[src/edc_pkg.sv]
// Shared types and constants for the elevator dispatch controller.
`default_nettype none

package edc_pkg;

    localparam int CAR_COUNT   = 2;
    localparam int CAR_SEL_W   = (CAR_COUNT > 1) ? $clog2(CAR_COUNT) : 1;
    localparam int CAR_IDX_W   = 4;
    localparam int FLOOR_W     = 8;
    localparam int STOP_CNT_W  = 2;
    localparam int TREE_LEAVES = 1 << CAR_SEL_W;
    localparam int TREE_NODES  = 2 * TREE_LEAVES - 1;

    localparam logic [CAR_SEL_W-1:0]  CAR_LAST  = CAR_SEL_W'(CAR_COUNT - 1);
    localparam logic [STOP_CNT_W-1:0] STOP_FULL = 2'd2;

    typedef enum logic {
        OP_TICK    = 1'b0,
        OP_REQUEST = 1'b1
    } opcode_t;

    typedef enum logic {
        KIND_ANSWER = 1'b0,
        KIND_REPORT = 1'b1
    } kind_t;

    typedef enum logic [1:0] {
        DIR_STAY = 2'd0,
        DIR_UP   = 2'd1,
        DIR_DOWN = 2'd2
    } dir_t;

    typedef struct packed {
        opcode_t              opcode;
        logic [FLOOR_W-1:0]   pickup_floor;
        logic [FLOOR_W-1:0]   target_floor;
    } cmd_t;

    typedef struct packed {
        kind_t                kind;
        logic [CAR_IDX_W-1:0] car_index;
        logic                 accepted;
        logic [FLOOR_W-1:0]   car_floor;
        dir_t                 direction;
        logic                 car_busy;
        logic                 last;
    } result_t;

    // One car after a tick.
    typedef struct packed {
        logic [FLOOR_W-1:0]    position;
        logic [STOP_CNT_W-1:0] count;
        logic [FLOOR_W-1:0]    head;
        dir_t                  direction;
    } car_step_t;

    // Outcome of the nearest idle car search.
    typedef struct packed {
        logic                 found;
        logic [CAR_SEL_W-1:0] idx;
    } pick_t;

endpackage

`default_nettype wire

[src/edc_channels.sv]
// Valid/ready channel interfaces for command and result words.
`default_nettype none

interface edc_cmd_if;
    import edc_pkg::*;
    logic               valid;
    logic               ready;
    logic               opcode;
    logic [FLOOR_W-1:0] pickup_floor;
    logic [FLOOR_W-1:0] target_floor;

    modport source (output valid, opcode, pickup_floor, target_floor, input ready);
    modport sink   (input valid, opcode, pickup_floor, target_floor, output ready);
endinterface

interface edc_res_if;
    import edc_pkg::*;
    logic                 valid;
    logic                 ready;
    logic                 kind;
    logic [CAR_IDX_W-1:0] car_index;
    logic                 accepted;
    logic [FLOOR_W-1:0]   car_floor;
    logic [1:0]           direction;
    logic                 car_busy;
    logic                 last;

    modport source (output valid, kind, car_index, accepted, car_floor, direction,
                    car_busy, last, input ready);
    modport sink   (input valid, kind, car_index, accepted, car_floor, direction,
                    car_busy, last, output ready);
endinterface

`default_nettype wire

[src/edc_car_step.sv]
// One tick of one car: drop reached stops, then move toward the head stop.
`default_nettype none

module edc_car_step
    import edc_pkg::*;
(
    input  logic [FLOOR_W-1:0]    position,
    input  logic [STOP_CNT_W-1:0] count,
    input  logic [FLOOR_W-1:0]    head,
    input  logic [FLOOR_W-1:0]    tail,
    output car_step_t             step
);

    logic                  drop_head;
    logic [STOP_CNT_W-1:0] count_mid;
    logic [FLOOR_W-1:0]    head_mid;
    logic [STOP_CNT_W-1:0] count_new;

    always_comb
    begin
        drop_head = (count != '0) && (head == position);
        count_mid = drop_head ? count - 1'b1 : count;
        head_mid  = drop_head ? tail : head;
        // the promoted stop may be reached as well
        count_new = ((count_mid != '0) && (head_mid == position)) ? count_mid - 1'b1
                                                                  : count_mid;

        step.count     = count_new;
        step.head      = head_mid;
        step.position  = position;
        step.direction = DIR_STAY;
        if (count_new != '0)
        begin
            if (head_mid > position)
            begin
                step.position  = position + 1'b1;
                step.direction = DIR_UP;
            end
            else
            begin
                step.position  = position - 1'b1;
                step.direction = DIR_DOWN;
            end
        end
    end

endmodule

`default_nettype wire

[src/edc_nearest.sv]
// Nearest idle car search as a comparison tree; ties go to the higher index.
`default_nettype none

module edc_nearest
    import edc_pkg::*;
(
    input  logic [CAR_COUNT-1:0][FLOOR_W-1:0]    position,
    input  logic [CAR_COUNT-1:0][STOP_CNT_W-1:0] count,
    input  logic [FLOOR_W-1:0]                   pickup_floor,
    output pick_t                                pick
);

    logic [TREE_NODES-1:0]                node_ok;
    logic [TREE_NODES-1:0][FLOOR_W-1:0]   node_dist;
    logic [TREE_NODES-1:0][CAR_SEL_W-1:0] node_idx;

    always_comb
    begin
        node_ok   = '0;
        node_dist = '0;
        node_idx  = '0;
        for (int k = 0; k < TREE_LEAVES; k++)
        begin
            if (k < CAR_COUNT)
            begin
                node_ok[TREE_LEAVES-1+k]   = (count[k] == '0);
                node_dist[TREE_LEAVES-1+k] = (position[k] > pickup_floor)
                                             ? position[k] - pickup_floor
                                             : pickup_floor - position[k];
                node_idx[TREE_LEAVES-1+k]  = CAR_SEL_W'(k);
            end
        end
        // left child holds the lower car indexes
        for (int i = TREE_LEAVES - 2; i >= 0; i--)
        begin
            if (node_ok[2*i+2] &&
                (!node_ok[2*i+1] || node_dist[2*i+2] <= node_dist[2*i+1]))
            begin
                node_ok[i]   = 1'b1;
                node_dist[i] = node_dist[2*i+2];
                node_idx[i]  = node_idx[2*i+2];
            end
            else
            begin
                node_ok[i]   = node_ok[2*i+1];
                node_dist[i] = node_dist[2*i+1];
                node_idx[i]  = node_idx[2*i+1];
            end
        end
        pick.found = node_ok[0];
        pick.idx   = node_idx[0];
    end

endmodule

`default_nettype wire

[src/elevator_dispatch_controller_core.sv]
// Top level of the elevator dispatch controller.
//
//  channel | dir | words
//  --------+-----+------------------------------------------------
//  cmd     | in  | tick or ride request (opcode, pickup, target)
//  res     | out | request answer, or one report per car per tick
//
// A request's answer is loaded from the item register into the result register once it is free.
// A tick produces CAR_COUNT reports, one per cycle while the result side does not stall, stepped by the car counter.
// Throughput: one request per cycle while the result side does not stall; a tick holds the item until its last report.
// rst_n clears car floors to 1 and all stop counts at once; no clearing pass.
// A stalled result holds in the result register; the item register takes the
// next word as soon as the current item's final result is loaded.
`default_nettype none

module elevator_dispatch_controller_core
    import edc_pkg::*;
(
    input  logic      clk,
    input  logic      rst_n,
    edc_cmd_if.sink   cmd,
    edc_res_if.source res
);

    logic                                  item_valid_reg;
    cmd_t                                  item_reg;
    logic [CAR_SEL_W-1:0]                  car_cnt_reg;
    logic [CAR_COUNT-1:0][FLOOR_W-1:0]    position_reg;
    logic [CAR_COUNT-1:0][STOP_CNT_W-1:0] count_reg;
    logic [FLOOR_W-1:0]                    head_reg [CAR_COUNT];
    logic [FLOOR_W-1:0]                    tail_reg [CAR_COUNT];
    logic                                  res_valid_reg;
    result_t                               res_reg;
    result_t                               res_next;

    logic      out_free;
    logic      fire;
    logic      is_tick;
    logic      item_last;
    logic      cmd_take;
    car_step_t step;
    pick_t     pick;

    assign out_free  = !res_valid_reg || res.ready;
    assign fire      = item_valid_reg && out_free;
    assign is_tick   = (item_reg.opcode == OP_TICK);
    assign item_last = !is_tick || (car_cnt_reg == CAR_LAST);
    assign cmd.ready = !item_valid_reg || (fire && item_last);
    assign cmd_take  = cmd.valid && cmd.ready;

    edc_car_step u_step (
        .position (position_reg[car_cnt_reg]),
        .count    (count_reg[car_cnt_reg]),
        .head     (head_reg[car_cnt_reg]),
        .tail     (tail_reg[car_cnt_reg]),
        .step     (step)
    );

    edc_nearest u_nearest (
        .position     (position_reg),
        .count        (count_reg),
        .pickup_floor (item_reg.pickup_floor),
        .pick         (pick)
    );

    always_comb
    begin
        res_next = '0;
        if (is_tick)
        begin
            res_next.kind      = KIND_REPORT;
            res_next.car_index = CAR_IDX_W'(car_cnt_reg);
            res_next.car_floor = step.position;
            res_next.direction = step.direction;
            res_next.car_busy  = (step.count != '0);
            res_next.last      = (car_cnt_reg == CAR_LAST);
        end
        else
        begin
            res_next.kind = KIND_ANSWER;
            res_next.last = 1'b1;
            if (pick.found)
            begin
                res_next.car_index = CAR_IDX_W'(pick.idx);
                res_next.accepted  = 1'b1;
                res_next.car_floor = position_reg[pick.idx];
                res_next.car_busy  = 1'b1;
            end
        end
    end

    always_ff @(posedge clk or negedge rst_n)
    begin
        if (!rst_n)
        begin
            item_valid_reg <= 1'b0;
            car_cnt_reg    <= '0;
            res_valid_reg  <= 1'b0;
            for (int c = 0; c < CAR_COUNT; c++)
            begin
                position_reg[c] <= FLOOR_W'(1);
                count_reg[c]    <= '0;
            end
        end
        else
        begin
            if (cmd_take)
            begin
                item_valid_reg <= 1'b1;
            end
            else if (fire && item_last)
            begin
                item_valid_reg <= 1'b0;
            end

            if (fire)
            begin
                res_valid_reg <= 1'b1;
            end
            else if (res.ready)
            begin
                res_valid_reg <= 1'b0;
            end

            if (fire && is_tick)
            begin
                car_cnt_reg                <= item_last ? '0 : car_cnt_reg + 1'b1;
                position_reg[car_cnt_reg] <= step.position;
                count_reg[car_cnt_reg]    <= step.count;
            end
            else if (fire && pick.found)
            begin
                count_reg[pick.idx] <= STOP_FULL;
            end
        end
    end

    // payload: item, stop slots and result word
    always_ff @(posedge clk)
    begin
        if (cmd_take)
        begin
            item_reg.opcode       <= opcode_t'(cmd.opcode);
            item_reg.pickup_floor <= cmd.pickup_floor;
            item_reg.target_floor <= cmd.target_floor;
        end
        if (fire)
        begin
            res_reg <= res_next;
        end
        if (fire && is_tick)
        begin
            head_reg[car_cnt_reg] <= step.head;
        end
        else if (fire && pick.found)
        begin
            head_reg[pick.idx] <= item_reg.pickup_floor;
            tail_reg[pick.idx] <= item_reg.target_floor;
        end
    end

    assign res.valid     = res_valid_reg;
    assign res.kind      = res_reg.kind;
    assign res.car_index = res_reg.car_index;
    assign res.accepted  = res_reg.accepted;
    assign res.car_floor = res_reg.car_floor;
    assign res.direction = res_reg.direction;
    assign res.car_busy  = res_reg.car_busy;
    assign res.last      = res_reg.last;

endmodule

`default_nettype wire

[src/flat_wrapper.sv]
// flat-port wrapper written by rule: the top's interface ports become plain ports
module elevator_dispatch_controller_core_flat import edc_pkg::*;
  (clk, rst_n, cmd_valid, cmd_opcode, cmd_pickup_floor, cmd_target_floor, cmd_ready, res_valid, res_kind, res_car_index, res_accepted, res_car_floor, res_direction, res_car_busy, res_last, res_ready);
  edc_cmd_if cmd_i ();
  edc_res_if res_i ();
  input  logic clk;
  input  logic rst_n;
  input wire logic [$bits(cmd_i.valid)-1:0] cmd_valid;
  input wire logic [$bits(cmd_i.opcode)-1:0] cmd_opcode;
  input wire logic [$bits(cmd_i.pickup_floor)-1:0] cmd_pickup_floor;
  input wire logic [$bits(cmd_i.target_floor)-1:0] cmd_target_floor;
  output wire logic [$bits(cmd_i.ready)-1:0] cmd_ready;
  output wire logic [$bits(res_i.valid)-1:0] res_valid;
  output wire logic [$bits(res_i.kind)-1:0] res_kind;
  output wire logic [$bits(res_i.car_index)-1:0] res_car_index;
  output wire logic [$bits(res_i.accepted)-1:0] res_accepted;
  output wire logic [$bits(res_i.car_floor)-1:0] res_car_floor;
  output wire logic [$bits(res_i.direction)-1:0] res_direction;
  output wire logic [$bits(res_i.car_busy)-1:0] res_car_busy;
  output wire logic [$bits(res_i.last)-1:0] res_last;
  input wire logic [$bits(res_i.ready)-1:0] res_ready;
  assign cmd_i.valid = cmd_valid;
  assign cmd_i.opcode = cmd_opcode;
  assign cmd_i.pickup_floor = cmd_pickup_floor;
  assign cmd_i.target_floor = cmd_target_floor;
  assign cmd_ready = cmd_i.ready;
  assign res_valid = res_i.valid;
  assign res_kind = res_i.kind;
  assign res_car_index = res_i.car_index;
  assign res_accepted = res_i.accepted;
  assign res_car_floor = res_i.car_floor;
  assign res_direction = res_i.direction;
  assign res_car_busy = res_i.car_busy;
  assign res_last = res_i.last;
  assign res_i.ready = res_ready;
  elevator_dispatch_controller_core u_core (.clk(clk), .rst_n(rst_n), .cmd(cmd_i), .res(res_i));
endmodule
[config.mk]
export PLATFORM = sky130hd
export DESIGN_NAME = elevator_dispatch_controller_core_flat
export DESIGN_NICKNAME = d
export VERILOG_FILES = /design/src/edc_pkg.sv /design/src/edc_channels.sv /design/src/edc_car_step.sv /design/src/edc_nearest.sv /design/src/elevator_dispatch_controller_core.sv /design/src/flat_wrapper.sv
export SDC_FILE = /design/constraint.sdc
export NUM_CORES = 1
export LEC_CHECK = 0
export BUFFER_PORTS_ARGS = -buffer_cell sky130_fd_sc_hd__buf_2
export CORE_MARGIN = 10
export CORE_UTILIZATION = 55
export DETAILED_ROUTE_END_ITERATION = 12
export PLACE_DENSITY = 0.77
export SYNTH_ARGS = -nofsm -noshare
export SYNTH_HDL_FRONTEND = slang
export SYNTH_SLANG_ARGS = --single-unit
export TNS_END_PERCENT = 100
[constraint.sdc]
create_clock -name clk -period 5.5 [get_ports clk]
set_input_delay 0.55 -clock clk [delete_from_list [all_inputs] [get_ports clk]]
set_output_delay 0.55 -clock clk [all_outputs]
set_load 0.03 [all_outputs]
==> impl_metrics.tcl <==
set metrics [dict create \
    nFillCells 843 \
    syn_area_per_cell_sq_um 11.1 \
    coreArea_sq_um 10300 \
    largest_reg_flops 17 \
    grt_max_degree 24 \
    io_buffers 37 \
    vias 4258 \
    cts_setup_buffers 0 \
    drt_wl_total_microns 14300 \
    setup-tns-final_ns 0 \
    cts_buffers 9 \
    place.gp.congestion 0.974 \
    cts_max_path_buffers 2 \
    hold_viol 0 \
    htreeDepth 3 \
    syn-cell-area_sq_um 5780 \
    slew_headroom_pct 37.6 \
    dr.pass1.iters 5 \
    final_common_cell "edfxtp_1" \
    min_path_type "input port to async pin" \
    areaGrowthSynthToFinish_pct 9.69 \
    required_ns 5.59 \
    fin_crit_sh_pct 95.9 \
    ys.flop_type "edfxtp_1" \
    grtUsageTotal_pct 19.4 \
    post-route-drc-count 0 \
    cap_violations 0 \
    vias_per_cell 6.01 \
    yosysSeqAreaShare_pct 43.2 \
    initial_core_util_pct 56.3 \
    yosysWarnings 0 \
    clock_skew_ns 0.0186 \
    path_class "flip-flop to flip-flop" \
    cts_tree "built" \
    cts_root_buffer "clkbuf_8" \
    hpwlAfterDp_microns 11100 \
    critPathMaxFanout 10 \
    wl_per_cell_microns 20.2 \
    overflow 0 \
    final_cell_mix "edfxtp_1 (64), ha_1 (54), inv_1 (50)" \
    first_global_vias 4132 \
    placementRows 37 \
    max_freq_mhz 190 \
    num_io_pins 41 \
    finalNetCount 647 \
    endpoint_kind "flip-flop" \
    async_flop_share_pct 26.4 \
    detail-route-antenna-nets 0 \
    die_x_microns 123 \
    dieHeight_microns 123 \
    yosysUniqueCellTypes 61 \
    critPathLaunchType "flip-flop" \
    clk_pin_slew_ns 0.11 \
    finalCriticalPeriod_ns 5.27 \
    rsz0062_at_grt "no" \
    outcome "completed" \
    antenna_found_initial 0 \
    drt_iter0_drc 412 \
    die_area_sq_um 15000 \
    ys_ff_latch 87 \
    arrival_ns 5.37 \
    n_antenna_cell 0 \
    clkSinkCount 87 \
    clk_latency_ns 0.37 \
    synth_edf_count 64 \
    drive_above_1_share_pct 17.8 \
    finalMaxSlewViolations 0 \
    setup_viol_count_final 0 \
    grt_pass1_wl_microns 22400 \
    worstMarginPinSlew_ns 0.936 \
    syn_inst 520 \
]
[cell type report]
type / count / area, sq um / area share [%]
Multi-Input combinational cell: 369 / 3020 / 47.5
Sequential cell: 87 / 2500 / 39.4
Timing Repair Buffer: 50 / 283 / 4.46
Inverter: 50 / 188 / 2.96
Tap cell: 136 / 170 / 2.68
Clock buffer: 9 / 124 / 1.95
Clock inverter: 7 / 65.1 / 1.03
[per-stage QoR]
step	cell area [sq um]	std cells	setup slack (ns)	hold WS, ns	util [%]
5_1_grt	6340	708	0.00479	0.183	61.7
3_5_place_dp	6140	692	0.146	0.430	59.8
3_3_place_gp	6140	692	0.286	0.422	59.8
2_1_floorplan	5790	522	0.180	0.254	-
4_1_cts	6330	708	0.0721	0.157	61.6
6_report	6340	708	0.225	0.161	61.7
[Yosys cell counts, drive strengths merged (3+ instances only)]
cell	n	share of area (%)
a21boi	3	0.39
a21o	9	1.2
a21oi	27	2.3
a31oi	5	0.65
buf	12	1.5
clkbuf	4	0.26
dfrtp	21	9.1
edfxtp	64	33
fa	5	1.7
ha	54	12
inv	50	3.2
mux2	16	3.3
mux2i	26	4.6
mux4	8	3.1
nand2	41	2.7
nand2b	4	0.43
nand3	12	1.0
nand4	6	0.65
nor2	18	1.2
nor2b	6	0.65
nor3	7	0.78
o211ai	3	0.56
o21ai	32	2.8
o21bai	3	0.39
o221ai	5	0.76
o22ai	4	0.43
o31ai	3	0.39
or3	7	0.76
xnor2	18	2.7
xor2	18	2.7
[critical path: stages, from the launching register on]
cell and delay (ns):
dfrtp_1 0.43, mux2i_1 0.19, ha_1 0.22, or3_1 0.37, nor3_2 0.27, a31oi_4 0.10
buf_4 0.22, mux4_2 0.30, ha_1 0.36, nand3_1 0.12, o21bai_1 0.18, a31oi_1 0.19
o21ai_0 0.11, buf_4 0.19, ha_1 0.37, nand3_1 0.12, o211ai_2 0.10, or4_1 0.42
a31oi_2 0.19, xor2_1 0.25, o21a_1 0.20, o32ai_1 0.10
[final timing paths]
path / startpoint / end / slack [ns] / depth (start not counted)
min in group clk: cmd_pickup_floor[3] / u_core.item_reg[11]$_DFFE_PP_ / 0.35 / 1
max in group asynchronous: rst_n / u_core.position_reg[10]$_DFFE_PN0P_ / 4.94 / 1
max reg2reg: u_core.car_cnt_reg$_DFFE_PN0P_ / u_core.res.car_floor[7]$_DFFE_PP_ / 0.23 / 21
min: rst_n / u_core.count_reg[0]$_DFFE_PN0P_ / 0.16 / 1
min reg2reg: u_core.item_reg[5]$_DFFE_PP_ / u_core.tail_reg[1][5]$_DFFE_PP_ / 0.45 / 0
max: u_core.car_cnt_reg$_DFFE_PN0P_ / u_core.res.car_floor[7]$_DFFE_PP_ / 0.23 / 21
[cell families (layout without fill, tap and decap cells)]
logic type / after synthesis / in the layout / share of synthesized area [%]
AND/OR/NAND/NOR: 112 / 112 / 9.58
buffers and inverters: 66 / 116 / 5.04
adder cells (fa/ha/maj): 59 / 59 / 13.4
other: 1 / 3 / 0.0648
XOR/XNOR: 36 / 36 / 5.45
multiplexers: 50 / 50 / 11.0
flip-flops: 87 / 87 / 43.2
AO/OA/AOI/OAI: 109 / 109 / 12.2
[layer usage]
layer | global-route usage, % | vias to the layer above | part of all wire [%]
met5 | 0 | - | 0
met1 | 26.2 | 2061 | 43
li1 | - | 1987 | -
met2 | 30.3 | 186 | 46
met4 | 7.00 | 0 | 2.3
met3 | 3.99 | 24 | 8.2
[what timing repair did]
item,CTS,global route
setup endpoints to repair,0,11
hold buffers,0,0
gates resized for setup,0,2
Power is not shown: default switching activity piles up to over one toggle a cycle in this logic, so the estimate is an artifact.
